$ cat config.mk
export PLATFORM = sky130hd
export DESIGN_NAME = handle_index_allocator_core
export DESIGN_NICKNAME = d
export VERILOG_FILES = /design/src/hia_pkg.sv /design/src/hia_ctrl.sv /design/src/hia_dpath.sv /design/src/handle_index_allocator_core.sv
export SDC_FILE = /design/constraint.sdc
export NUM_CORES = 1
export LEC_CHECK = 0
export BUFFER_PORTS_ARGS = -buffer_cell sky130_fd_sc_hd__buf_2
export CAP_MARGIN = 10
export CORE_MARGIN = 3
export CORE_UTILIZATION = 45
export DETAILED_ROUTE_END_ITERATION = 8
export SYNTH_ARGS = -nofsm -noshare
export SYNTH_HDL_FRONTEND = slang
export SYNTH_HIERARCHICAL = 1
export SYNTH_SLANG_ARGS = --single-unit
$ cat constraint.sdc
create_clock -name clk -period 8.19 [get_ports clk]
set_clock_uncertainty 0.05 [all_clocks]
set_input_delay 1.638 -clock clk [delete_from_list [all_inputs] [get_ports clk]]
set_output_delay 1.638 -clock clk [all_outputs]
set_load 0.1 [all_outputs]
$ cat src/hia_pkg.sv
package hia_pkg;

  localparam int MAX_HANDLES = 64;
  localparam int IDX_W = $clog2(MAX_HANDLES);
  localparam int CNT_W = IDX_W + 1;
  localparam int FUNC_W = 2;
  localparam int STATUS_W = 2;
  localparam int CFG_W = 7;
  localparam logic [CFG_W-1:0] CFG_RESET = CFG_W'(64);

  typedef enum logic [FUNC_W-1:0] {
    FUNC_ALLOC = 2'd0,
    FUNC_FREE  = 2'd1,
    FUNC_CLEAR = 2'd2,
    FUNC_NOP   = 2'd3
  } func_t;

  typedef enum logic [STATUS_W-1:0] {
    ST_OK            = 2'd0,
    ST_EXHAUSTED     = 2'd1,
    ST_OUT_OF_BOUNDS = 2'd2,
    ST_DROPPED       = 2'd3
  } status_t;

  // controller to datapath
  typedef struct packed {
    logic capture;
    logic exec;
    logic finish;
  } hia_cmd_t;

  // datapath to controller
  typedef struct packed {
    logic out_busy;
  } hia_sts_t;

endpackage

$ cat src/hia_ctrl.sv
module hia_ctrl (
  input  logic              clk,
  input  logic              rst,
  input  logic              s_tvalid,
  output logic              s_tready,
  input  hia_pkg::hia_sts_t sts,
  output hia_pkg::hia_cmd_t cmd
);

  typedef enum logic [1:0] {
    S_IDLE,
    S_EXEC,
    S_FINISH
  } state_t;

  state_t state;

  always_ff @(posedge clk) begin
    if (rst) begin
      state <= S_IDLE;
    end else begin
      unique case (state)
        S_IDLE: begin
          if (s_tvalid) state <= S_EXEC;
        end
        S_EXEC: begin
          state <= S_FINISH;
        end
        S_FINISH: begin
          // hold until the output register is free
          if (!sts.out_busy) state <= S_IDLE;
        end
        default: begin
          state <= S_IDLE;
        end
      endcase
    end
  end

  assign s_tready    = (state == S_IDLE);
  assign cmd.capture = (state == S_IDLE) && s_tvalid;
  assign cmd.exec    = (state == S_EXEC);
  assign cmd.finish  = (state == S_FINISH) && !sts.out_busy;

endmodule

$ cat src/hia_dpath.sv
module hia_dpath (
  input  logic                          clk,
  input  logic                          rst,
  input  hia_pkg::hia_cmd_t             cmd,
  output hia_pkg::hia_sts_t             sts,
  input  logic [hia_pkg::FUNC_W-1:0]    in_func,
  input  logic [hia_pkg::IDX_W-1:0]     in_index,
  input  logic                          cfg_valid,
  input  logic [hia_pkg::CFG_W-1:0]     cfg_data,
  output logic                          out_valid,
  input  logic                          out_ready,
  output logic [hia_pkg::STATUS_W-1:0]  out_status,
  output logic [hia_pkg::IDX_W-1:0]     out_index
);

  logic [hia_pkg::CFG_W-1:0]    handles_in_use;
  logic [hia_pkg::FUNC_W-1:0]   req_func;
  logic [hia_pkg::IDX_W-1:0]    req_index;
  logic [hia_pkg::IDX_W-1:0]    pop_ptr;
  logic [hia_pkg::IDX_W-1:0]    push_ptr;
  logic [hia_pkg::CNT_W-1:0]    recycle_count;
  logic [hia_pkg::CNT_W-1:0]    bump_next;
  logic [hia_pkg::IDX_W-1:0]    store [hia_pkg::MAX_HANDLES];
  logic [hia_pkg::IDX_W-1:0]    rd_data;
  logic [hia_pkg::STATUS_W-1:0] res_status;
  logic [hia_pkg::IDX_W-1:0]    res_index;
  logic                         res_from_mem;

  logic [hia_pkg::CNT_W-1:0]    limit;
  logic [hia_pkg::IDX_W-1:0]    pop_ptr_adv;
  logic [hia_pkg::IDX_W-1:0]    push_ptr_adv;
  logic [hia_pkg::CNT_W-1:0]    pop_inc;
  logic [hia_pkg::CNT_W-1:0]    push_inc;
  logic                         mem_re;
  logic                         mem_we;
  logic                         do_bump;
  logic                         do_clear;
  logic [hia_pkg::STATUS_W-1:0] status_next;
  logic [hia_pkg::IDX_W-1:0]    index_next;

  assign limit = (handles_in_use > hia_pkg::CNT_W'(hia_pkg::MAX_HANDLES)) ?
                 hia_pkg::CNT_W'(hia_pkg::MAX_HANDLES) : handles_in_use;

  // wrap when the advanced pointer reaches the limit
  assign pop_inc      = {1'b0, pop_ptr} + hia_pkg::CNT_W'(1);
  assign push_inc     = {1'b0, push_ptr} + hia_pkg::CNT_W'(1);
  assign pop_ptr_adv  = (pop_inc >= limit) ? '0 : pop_inc[hia_pkg::IDX_W-1:0];
  assign push_ptr_adv = (push_inc >= limit) ? '0 : push_inc[hia_pkg::IDX_W-1:0];

  always_comb begin
    mem_re      = 1'b0;
    mem_we      = 1'b0;
    do_bump     = 1'b0;
    do_clear    = 1'b0;
    status_next = hia_pkg::ST_OK;
    index_next  = '0;
    unique case (hia_pkg::func_t'(req_func))
      hia_pkg::FUNC_ALLOC: begin
        if (recycle_count != '0) begin
          mem_re = 1'b1;
        end else if (bump_next < limit) begin
          do_bump    = 1'b1;
          index_next = bump_next[hia_pkg::IDX_W-1:0];
        end else begin
          status_next = hia_pkg::ST_EXHAUSTED;
        end
      end
      hia_pkg::FUNC_FREE: begin
        if ({1'b0, req_index} >= limit) begin
          status_next = hia_pkg::ST_OUT_OF_BOUNDS;
        end else if (recycle_count >= limit) begin
          status_next = hia_pkg::ST_DROPPED;
        end else begin
          mem_we = 1'b1;
        end
      end
      hia_pkg::FUNC_CLEAR: begin
        do_clear = 1'b1;
      end
      default: begin
      end
    endcase
  end

  always_ff @(posedge clk) begin
    if (cmd.exec && mem_we) store[push_ptr] <= req_index;
    if (cmd.exec && mem_re) rd_data <= store[pop_ptr];
  end

  always_ff @(posedge clk) begin
    if (cmd.capture) begin
      req_func  <= in_func;
      req_index <= in_index;
    end
    if (cmd.exec) begin
      res_status   <= status_next;
      res_index    <= index_next;
      res_from_mem <= mem_re;
    end
    if (cmd.finish) begin
      out_status <= res_status;
      out_index  <= res_from_mem ? rd_data : res_index;
    end
  end

  always_ff @(posedge clk) begin
    if (rst) begin
      handles_in_use <= hia_pkg::CFG_RESET;
      pop_ptr        <= '0;
      push_ptr       <= '0;
      recycle_count  <= '0;
      bump_next      <= '0;
      out_valid      <= 1'b0;
    end else begin
      if (cfg_valid) handles_in_use <= cfg_data;
      if (cmd.exec) begin
        if (do_clear) begin
          pop_ptr       <= '0;
          push_ptr      <= '0;
          recycle_count <= '0;
          bump_next     <= '0;
        end else begin
          if (mem_re) begin
            pop_ptr       <= pop_ptr_adv;
            recycle_count <= recycle_count - hia_pkg::CNT_W'(1);
          end
          if (mem_we) begin
            push_ptr      <= push_ptr_adv;
            recycle_count <= recycle_count + hia_pkg::CNT_W'(1);
          end
          if (do_bump) bump_next <= bump_next + hia_pkg::CNT_W'(1);
        end
      end
      if (cmd.finish) begin
        out_valid <= 1'b1;
      end else if (out_ready) begin
        out_valid <= 1'b0;
      end
    end
  end

  assign sts.out_busy = out_valid && !out_ready;

`ifndef SYNTHESIS
  a_count_bound: assert property (@(posedge clk) disable iff (rst)
    recycle_count <= hia_pkg::CNT_W'(hia_pkg::MAX_HANDLES))
    else $error("recycle count above capacity");

  a_bump_bound: assert property (@(posedge clk) disable iff (rst)
    bump_next <= hia_pkg::CNT_W'(hia_pkg::MAX_HANDLES))
    else $error("bump counter above capacity");

  a_pop_dec: assert property (@(posedge clk) disable iff (rst)
    cmd.exec && mem_re |=> recycle_count == $past(recycle_count) - hia_pkg::CNT_W'(1))
    else $error("pop did not decrement recycle count");

  a_err_zero: assert property (@(posedge clk) disable iff (rst)
    out_valid && out_status != hia_pkg::ST_OK |-> out_index == '0)
    else $error("granted index nonzero on error status");

  a_single_op: assert property (@(posedge clk) disable iff (rst)
    cmd.exec |-> $countones({mem_re, mem_we, do_bump, do_clear}) <= 1)
    else $error("more than one datapath action per request");
`endif

endmodule

$ cat src/handle_index_allocator_core.sv
// A result reaches the output register through the request, execute and
// finish registers, later while the previous result is still held.
// A new request is taken only once the previous one has passed the execute
// and finish steps, between which the recycle store read is registered.
// Reset: pointers, counts and the output valid clear, the limit returns to 64;
// the recycle store is not cleared.
module handle_index_allocator_core (
  input  logic       clk,
  input  logic       rst,
  input  logic       s_tvalid,
  output logic       s_tready,
  input  logic [7:0] s_tdata,   // [5:0] free_index, [7:6] zero
  input  logic [1:0] s_tuser,   // [1:0] func
  output logic       m_tvalid,
  input  logic       m_tready,
  output logic [7:0] m_tdata,   // [5:0] granted_index, [7:6] zero
  output logic [1:0] m_tuser,   // [1:0] status
  input  logic       cfg_valid,
  output logic       cfg_ready,
  input  logic [6:0] cfg_data   // handles_in_use
);

  hia_pkg::hia_cmd_t cmd;
  hia_pkg::hia_sts_t sts;
  logic [hia_pkg::IDX_W-1:0] granted_index;

  assign cfg_ready = 1'b1;

  hia_ctrl u_ctrl (
    .clk      (clk),
    .rst      (rst),
    .s_tvalid (s_tvalid),
    .s_tready (s_tready),
    .sts      (sts),
    .cmd      (cmd)
  );

  hia_dpath u_dpath (
    .clk        (clk),
    .rst        (rst),
    .cmd        (cmd),
    .sts        (sts),
    .in_func    (s_tuser),
    .in_index   (s_tdata[hia_pkg::IDX_W-1:0]),
    .cfg_valid  (cfg_valid),
    .cfg_data   (cfg_data),
    .out_valid  (m_tvalid),
    .out_ready  (m_tready),
    .out_status (m_tuser),
    .out_index  (granted_index)
  );

  assign m_tdata = {2'b00, granted_index};

endmodule

### Word-level counts from Yosys, hierarchy flattened

Memory sizes are Yosys's and may differ from the RTL's. A register that Yosys moved wholly into a read port is not among the register bits.
Cells that the tools add are included.

* logic and storage cells: 89
* input bits: 22
* register bits: 61
* latch bits: 0
* memories: 1
* output and inout bits: 13
* memory bits (writable): 384
* memory bits (read-only): 0

* reductions and logical operators: 21
* magnitude comparators: 6
* div/mod/pow operators: 0
* shift operators: 0
* equality and inequality tests: 6
* bitwise logic cells: 2
* $add $sub $neg: 5
* muxes and demuxes: 34
* multiply operators: 0

Memory list
* u_dpath.store: words 64, width 6, read ports 1, clocked after Yosys merged registers in 1, write ports 1, RTL line hia_dpath.sv:23 `logic [hia_pkg::IDX_W-1:0] store [hia_pkg::MAX_HANDLES];`

Operators with widths (number)
* 6-bit two-way mux: 7
* 7-bit two-way mux: 6
* 7-bit greater-or-equal comparator: 3
* 6-bit by 1-bit adder with 7-bit output (second input constant): 2
* 7-bit by 1-bit adder with 7-bit output (second input constant): 2
* 1-bit two-way mux: 14
* 2-bit two-way mux: 5
* 2-bit AND reduction: 5
* 2-bit nonzero test: 4
* 6-bit by 7-bit greater-or-equal comparator with 1-bit output: 1
* 7-bit greater-than comparator (second input constant): 1
* 7-bit < comparator: 1
* 7-bit nonzero test: 1
* 7-bit by 1-bit subtractor with 7-bit output (second input constant): 1
* 2-bit case mux with 3 select lines: 1
* 1-bit logical AND: 5
* 2-bit by 1-bit == test with 1-bit output (second input constant): 2
* 2-bit == test (second input constant): 2
* 2-bit zero test: 2
* 2-bit inequality test (second input constant): 2
* 2-bit case mux with 2 select lines: 1
* 3-bit nonzero test: 1
* 3-bit OR reduction: 1
* 1-bit zero test: 2
* 1-bit inverter: 2

### Logic depth before layout (Yosys ltp)

Gate-level depths: netlist (run 1).

* word-level depth: 9
* depth in mapped cells: 15
* mapped depth without buffers: 15

### Cells and area by module

Netlist (run 1), hierarchy kept.

Modules (own cells, without submodules)
* hia_dpath: seq. area each 13142.6 sq um, area an instance 18724.2 sq um, cells each 1030, instances 1
* hia_ctrl: seq. area each 40.0 sq um, area an instance 95.1 sq um, cells each 10, instances 1
* handle_index_allocator_core: seq. area each 0.0 sq um, area an instance 30.0 sq um, cells each 5, instances 1

### Worst setup path before layout (run 1)

No wires, ideal clock.

* path kind: reg-to-reg
* start point: register u_dpath/req_index[0] in the netlist's numbering
* end point: register u_dpath/recycle_count[6] in the netlist's numbering
* setup time: 0.064 ns
* stages on the path, launching flop included: 14
* arrival time: 3.696 ns
* buffers on the path: 0
* slack: 4.380 ns
* period minus slack after synthesis: 3.810 ns
* required time: 8.076 ns
* path through: edfxtp_1 > inv_1 > ha_1 > nand2b_1 > a31oi_1 > o22a_1 > nand4b_2 > ha_1 > nor2b_1 > o31a_1 > o21ai_0 > and2_1 > or4b_1 > nand4_1

* cells in the longest elaborated chain, start to end: 5
* elaborated cells between the ends (all ways): 7
* classes of those cells: order compare (1); mux (4); reduce/logical (2)

RTL lines
* start: declaration: RTL line hia_dpath.sv:18 `logic [hia_pkg::IDX_W-1:0] req_index;`
* start signal: assignment: RTL line hia_dpath.sv:93 `req_index <= in_index;`
* 6-bit by 7-bit greater-or-equal comparator with 1-bit output (*): RTL line hia_dpath.sv:69 `if ({1'b0, req_index} >= limit) begin`
* 1-bit two-way mux (*): RTL line hia_dpath.sv:69
* 1-bit two-way mux (*): RTL line hia_dpath.sv:57 `unique case (hia_pkg::func_t'(req_func))`
* 3-bit nonzero test (no source line) / 7-bit two-way mux (equally long branches)
* 2-bit AND reduction (no source line) / 7-bit two-way mux (equally long branches)
* end signal: assignment: RTL line hia_dpath.sv:125 `recycle_count <= recycle_count - hia_pkg::CNT_W'(1);`
* end signal: assignment: RTL line hia_dpath.sv:129 `recycle_count <= recycle_count + hia_pkg::CNT_W'(1);`
* end: declaration: RTL line hia_dpath.sv:21 `logic [hia_pkg::CNT_W-1:0] recycle_count;`

Mark *: on every way between the ends. The rest lies on a longest branch, timed or not.
A chain may end at the register's enable or synchronous reset.

### Final worst setup path (run 1)

* start point: register u_dpath/handles_in_use[6] in the netlist's numbering
* end point: memory u_dpath/store[25][2] in the netlist's numbering (enable)

* cells in the longest elaborated chain, start to end: 9
* elaborated cells between the ends (all ways): 10
* classes of those cells: order compare (3); mux (6); reduce/logical (1)

RTL lines
* start: declaration: RTL line hia_dpath.sv:16 `logic [hia_pkg::CFG_W-1:0] handles_in_use;`
* start signal: assignment: RTL line hia_dpath.sv:108 `handles_in_use <= hia_pkg::CFG_RESET;`
* start signal: assignment: RTL line hia_dpath.sv:115 `if (cfg_valid) handles_in_use <= cfg_data;`
* 7-bit greater-than comparator: RTL line hia_dpath.sv:41 `assign limit = (handles_in_use > hia_pkg::CNT_W'(hia_pkg::MAX_HANDLES)) ?`
* 7-bit two-way mux (*): RTL line hia_dpath.sv:41
* 7-bit greater-or-equal comparator: RTL line hia_dpath.sv:71 `end else if (recycle_count >= limit) begin`
* 1-bit two-way mux: RTL line hia_dpath.sv:71
* 1-bit two-way mux (*): RTL line hia_dpath.sv:69
* 1-bit two-way mux (*): RTL line hia_dpath.sv:57
* 1-bit logical AND (*): RTL line hia_dpath.sv:86 `if (cmd.exec && mem_we) store[push_ptr] <= req_index;`
* 1-bit two-way mux (*): RTL line hia_dpath.sv:86
* 1-bit two-way mux (not written as such) (*): RTL line hia_dpath.sv:86
* end: declaration: RTL line hia_dpath.sv:23

Marks and branches as above.

==> results of run 1 <==
## flip-flops by register name, summed over array words and instances (netlist names)
signal,flops
u_ctrl/state,2
u_dpath/bump_next,7
u_dpath/handles_in_use,7
u_dpath/out_index,6
u_dpath/out_status,2
u_dpath/out_valid,1
u_dpath/pop_ptr,6
u_dpath/push_ptr,6
u_dpath/rd_data,6
u_dpath/recycle_count,7
u_dpath/req_func,2
u_dpath/req_index,6
u_dpath/res_from_mem,1
u_dpath/res_index,6
u_dpath/res_status,2
u_dpath/store,384
## stage by stage
step / hold WS (ps) / setup WS [ps] / instances / cell area [sq um]
after floorplan: 350 / 4380 / 1046 / 18900
after global routing: 395 / 3280 / 1651 / 21000
after global placement: 370 / 3700 / 1563 / 19500
after detailed placement: 363 / 3610 / 1563 / 19500
final: 377 / 3530 / 1651 / 21000
after CTS: 381 / 3570 / 1651 / 21000
## cells in the final DEF (no fill, tap or decap), drive strengths merged, types with 16 or more instances in the layout
master,instances
edfxtp,415
a21oi,36
clkinv,25
nand2,27
clkbuf,53
mux2,16
mux4,109
nor2,104
mux2i,23
dfxtp,36
buf,43
ha,39
## area by class of cell
type | count | area (sq um) | area share
repair buffers | 43 | 250 | 0.0119
well taps | 532 | 666 | 0.0317
multi-input cells | 526 | 5310 | 0.253
flip-flops and latches | 451 | 13200 | 0.628
clock buffers | 53 | 1240 | 0.0591
inverters | 11 | 41.3 | 0.00197
clock inverters | 35 | 294 | 0.0140
## power groups by stage
stage          registers (W)  clock network [W]  logic [W]
2_1_floorplan        0.00261                  0   0.000120
4_1_cts              0.00254            0.00217   0.000195
6_report             0.00254            0.00211   0.000192
5_1_grt              0.00255            0.00227   0.000211
3_5_place_dp         0.00259                  0   0.000194
3_3_place_gp         0.00259                  0   0.000189
## layer usage
metal  wire length [um]  vias up  GRT usage
li1                   -     4270          -
met1              17200     4970      0.260
met2              19100      237      0.289
met3               2250       67     0.0364
met4               1080        0     0.0630
met5                  0        -          0
## logic make-up after synthesis
family,synth area share
compound gates,0.0384
xor+xnor,0.00511
fa+ha+maj,0.0270
buf+inv,0.0189
flops,0.699
mux,0.152
other cells,0.000398
simple gates,0.0589
## worst paths after layout
| check | start | endpoint |
|---|---|---|
| min | u_dpath/res_status[0] | u_dpath/out_status[0] |
| max reg2reg | u_dpath/handles_in_use[6] | u_dpath/store[25][2] |
| max | u_dpath/handles_in_use[6] | u_dpath/store[25][2] |
| min reg2reg | u_dpath/res_status[0] | u_dpath/out_status[0] |
==> summary.txt, run 1 <==
Run status
  • Outcome: finished, final reports clean

Power and ir drop
  • Overall power: 0.00485 W
  • Comb pwr share: 0.040
  • Worst VDD drop: between 0.1 and 0.15 mV
  • Internal power: about 0.0038 W
  • Reg power frac: 0.525
  • Psw: 0.00101 W
  • Switch share: 0.209
  • Pwr dens: 231 mW/mm^2
  • Clock share of power: 0.436
  • Leak: between 6 and 7 nW

Floorplanning
  • Die ar.: 0.0444 sq mm
  • Area of the core: 0.0411 sq mm
  • Initial Util: 0.459
  • # rows: 74
  • Die Y: 211 um
  • Io pins: 35
  • Die Wd: 211 um

Clock network
  • CTS Hold Bufs: 0
  • Clock Latency Late Sink: a little under 600 ps
  • Htree depth: 2
  • CTS tree: yes
  • CTS resizes: 0
  • Root Driver: clkbuf_16
  • Num CTS Buffers: 48
  • Clock Tree Buf Depth: 3
  • Worst-path clk slew: 60 ps
  • Post-CTS setup buffers: 0
  • CTS sink cnt: 451

GRT
  • Total GRT Usage: 0.183
  • Largest net degree at the start of global routing: 66
  • Congestion Overflow GR: 0
  • Initial antenna violation count: 0
  • First-pass GRT wire length: 60700 um
  • Number of global-route vias before repair: 9710

Worst setup path
  • Crit path buf inv count: 1
  • Critical-path cell list: inv_2 -> nand2_1 -> ha_1 -> a211oi_1 -> o21ai_1 -> a221oi_4 -> and2_1 -> nand4_1 -> nor2_1
  • Worst EP arrival: about 4800 ps
  • Crit path kind: flip-flop to flip-flop
  • CP max-delay cell: nand4_1
  • CP top delay family: simple AND/OR/NAND/NOR gates
  • R2R setup slack: 3530 ps
  • CP peak stage delay: between 800 and 900 ps
  • Crit-path max FO: 10
  • Crit. End Element: flip-flop
  • Worst path required time: ~8400 ps
  • R2R depth: 9
  • Crit path launch type: flip-flop
  • Crit. path cell count: 9

Detailed routing
  • First drt pass iteration count: 7
  • Final ANT Viol Nets: 0
  • Residual DRC: 0
  • Via count: about 9.5k
  • Final WL: roughly 40000 um
  • WL per Instance: 24.0 um
  • Vias per cell: 5.78
  • Iter 0 DRT Violations: 947

Worst hold path
  • Hold depth: 0
  • Min-Delay Path Class: flip-flop to flip-flop

Timing
  • Fmax: 215 MHz
  • Final TNS setup: 0 ps
  • Tightest Pin Transition: 1030 ps
  • Max Slew Vio Count: 0
  • Post-route minimum period: 4660 ps
  • Final period util: 0.569
  • Setup repair after global routing missed its margin: false
  • Rel. slew slack: 0.313
  • # setup viols final: 0
  • Fin. Hold Viols: 0

Synthesis
  • Post-synth EDFFs: 415
  • Synth area leaders: edfxtp_1 66%, mux4_2 13%, dfxtp_1 3.8%, ha_1 2.6%, nor2_1 2.1%
  • Count leader, synth: edfxtp_1
  • Synth top area share: 0.661
  • Mapped Area: 0.0188 sq mm
  • Synth Instances: around 1.0k
  • Primary FF master, synth: edfxtp_1
  • Post-synth ARST share: 0
  • Synthesized flop and latch total: 451
  • Syn avg cell area: 18.0 sq um
  • Cell variety after synth: 65
  • Yosys Warn Count: 6
  • Synth top cells by count: 415 x edfxtp_1, 109 x mux4_2, 104 x nor2_1
  • Cell taking the most area after synthesis: edfxtp_1
  • Seq/Total Area, Yosys: 0.699

Cells and area
  • Synth-to-Final Area Change: 11.4%
  • Share of cells above drive strength 1: 0.225
  • FILL cells: 3366
  • Final core utilization: 0.511
  • Fin nets: 1143
  • Antenna diodes: 0

Run
  • Max_cap viols: 0

Placed design
  • Final RePlAce weighted congestion: 0.751
  • I/O Buffers: 29
  • Dpl hpwl: 23400 um
Power figures use the tool's default switching activity.
==> run 2, diff against run 1 <==
==> constraint.sdc (replaced) <==
create_clock -name clk -period 4.7 [get_ports clk]
set_clock_uncertainty 0.05 [all_clocks]
set_input_delay 0.94 -clock clk [delete_from_list [all_inputs] [get_ports clk]]
set_output_delay 0.94 -clock clk [all_outputs]
set_load 0.1 [all_outputs]
==> summary.txt, run 2 (same netlist as run 1, synthesis figures left out) <==
Clock network
  • Worst-path clk slew: 60 ps (about the same)
  • CTS sink cnt: 451 (unchanged)
  • Post-CTS setup buffers: 0 (unchanged)
  • Root Driver: clkbuf_16
  • CTS tree: yes
  • CTS Hold Bufs: 0 (unchanged)
  • Clock Latency Late Sink: 590 ps (about the same)
  • CTS resizes: 0 (unchanged)
  • Htree depth: 2 (unchanged)
  • Clock Tree Buf Depth: 3 (unchanged)
  • Num CTS Buffers: 48 (unchanged)

GRT
  • Congestion Overflow GR: 0 (unchanged)
  • First-pass GRT wire length: 62500 um (+3.0%)
  • Number of global-route vias before repair: 10.0k (+3.2%)
  • Largest net degree at the start of global routing: 65 (-1.5%)
  • Total GRT Usage: 0.188 (+0.00445)
  • Initial antenna violation count: 0 (unchanged)

Worst setup path
  • Crit path launch type: flip-flop
  • Critical-path cell list: inv_2 -> nand2_1 -> ha_1 -> o2111a_1 -> a221oi_4 -> nand4b_2 -> ha_1 -> nor2b_1 -> o31a_1 -> o21ai_0 -> and2_1 -> or4b_1 -> nand4_1
  • R2R depth: 13 (+4)
  • Top cell by count, worst path: ha_1
  • Worst path required time: 5160 ps (-3190 ps)
  • CP top delay family: simple AND/OR/NAND/NOR gates
  • Crit. End Element: flip-flop
  • Crit path buf inv count: 1 (unchanged)
  • Worst EP arrival: 4530 ps (-280 ps)
  • Crit-path max FO: 10 (unchanged)
  • CP peak stage delay: 520 ps (-370 ps)
  • CP max-delay cell: dfxtp_1
  • Crit. path cell count: 13 (+4)
  • Crit path kind: flip-flop to flip-flop

Detailed routing
  • Final WL: 40800 um (+2.9%)
  • Via count: 9861 (+3.3%)
  • Final ANT Viol Nets: 0 (unchanged)
  • Iter 0 DRT Violations: 813 (-14%)
  • WL per Instance: 23.6 um (-1.7%)
  • Vias per cell: 5.71 (-1.3%)
  • First drt pass iteration count: 4 (-3)
  • Residual DRC: 0 (unchanged)

Power and ir drop
  • Reg power frac: 0.526 (about the same)
  • Comb pwr share: 0.041 (about the same)
  • Worst VDD drop: 0.272 mV (+94%)
  • Leak: 7.06 nW (+6.3%)
  • Psw: 0.00177 W (+75%)
  • Pwr dens: 390 mW/mm^2 (+69%)
  • Internal power: 0.00666 W (+74%)
  • Overall power: 0.00843 W (+74%)
  • Clock share of power: 0.434 (-0.002)
  • Switch share: 0.210 (+0.00163)

Floorplanning
  • # rows: 74 (unchanged)
  • Area of the core: 0.0411 sq mm (unchanged)
  • Die Y: 211 um (unchanged)
  • Io pins: 35 (unchanged)
  • Die ar.: 0.0444 sq mm (unchanged)
  • Initial Util: 0.459 (unchanged)
  • Die Wd: 211 um (unchanged)

Timing
  • Final period util: 0.866 (+0.297)
  • Final TNS setup: 0 ps (unchanged)
  • Post-route minimum period: 4070 ps (-587 ps)
  • Fin. Hold Viols: 0 (unchanged)
  • Hold WS: 375 ps (-2.10 ps)
  • Setup repair after global routing missed its margin: false
  • Tightest Pin Transition: 847 ps (-180 ps)
  • Max Slew Vio Count: 0 (unchanged)
  • Worst setup slack after layout: 630 ps (-2900 ps)
  • Fmax: 246 MHz (+14%)
  • # setup viols final: 0 (unchanged)
  • Rel. slew slack: 0.433 (+0.119)

Cells and area
  • Biggest register: u_dpath/store
  • Antenna diodes: 0 (unchanged)
  • Max reg flops: 384 (unchanged)
  • Commonest non-fill, non-tap cell in the layout: edfxtp_1
  • Fin nets: 1220 (+6.7%)
  • Non-filler cells, final: 1728 (+4.7%)
  • Share of cells above drive strength 1: 0.278 (+0.0524)
  • Synth-to-Final Area Change: 14.6%
  • Most frequent cells in the layout: 415 x edfxtp_1, 109 x mux4_2, 104 x nor2_1

Placed design
  • Inst Count DP: 1640 (+4.9%)
  • Placement Setup Slack: 618 ps (-3000 ps)
  • Dpl hpwl: 25200 um (+7.6%)
  • I/O Buffers: 29 (unchanged)
  • Final RePlAce weighted congestion: 0.788 (+5.0%)

Run status
  • Outcome: finished, final reports clean

Worst hold path
  • Hold depth: 0 (unchanged)
  • Min-Delay Path Class: flip-flop to flip-flop

Run
  • Max_cap viols: 0 (unchanged)
==> run 2: through the flow <==
stage | util | cell area [sq um]
3_3_place_gp | 0.488 | 20100
5_1_grt | 0.525 | 21600
6_report | 0.525 | 21600
4_1_cts | 0.525 | 21600
2_1_floorplan | - | 18900
3_5_place_dp | 0.488 | 20100
==> run 2: worst paths after layout <==
kind                        startpoint                  endpoint  slack, ps
max          u_dpath/handles_in_use[6]  u_dpath/recycle_count[6]        630
min              u_dpath/res_status[1]     u_dpath/out_status[1]        370
max reg2reg  u_dpath/handles_in_use[6]  u_dpath/recycle_count[6]        630
min reg2reg      u_dpath/res_status[1]     u_dpath/out_status[1]        370
==> run 2: power groups by stage <==
stage	combinational, W	clock (W)	sequential [W]
after floorplan	0.000209	0	0.00455
final	0.000342	0.00366	0.00443
after global placement	0.000336	0	0.00452
after CTS	0.000347	0.00376	0.00443
after detailed placement	0.000348	0	0.00452
after global routing	0.000377	0.00392	0.00443
==> run 2: final cells by class <==
type | count | area, sq um
clock buffers | 58 | 1260
clock inverters | 30 | 272
fillers | 3323 | 19500
inverters | 11 | 41.3
multi-input cells | 526 | 5310
flip-flops and latches | 451 | 13200
well taps | 532 | 666
repair buffers | 120 | 853
==> run 2: worst register-to-register path, delay by kind of cell, from the launching register on <==
family	cells	cell delay, ps
simple gates	6	1580
fa+ha+maj	2	730
compound gates	4	970
buf+inv	1	160
flops	1	520
==> run 2: layer usage <==
| metal | wire [um] | vias up | global-route usage | part of all wire |
|---|---|---|---|---|
| li1 | - | 4420 | - | - |
| met1 | 18300 | 5119 | 0.273 | 0.45 |
| met2 | 19500 | 260 | 0.299 | 0.48 |
| met3 | 2060 | 62 | 0.0300 | 0.050 |
| met4 | 940 | 0 | 0.0538 | 0.023 |
| met5 | 0 | - | 0 | 0 |
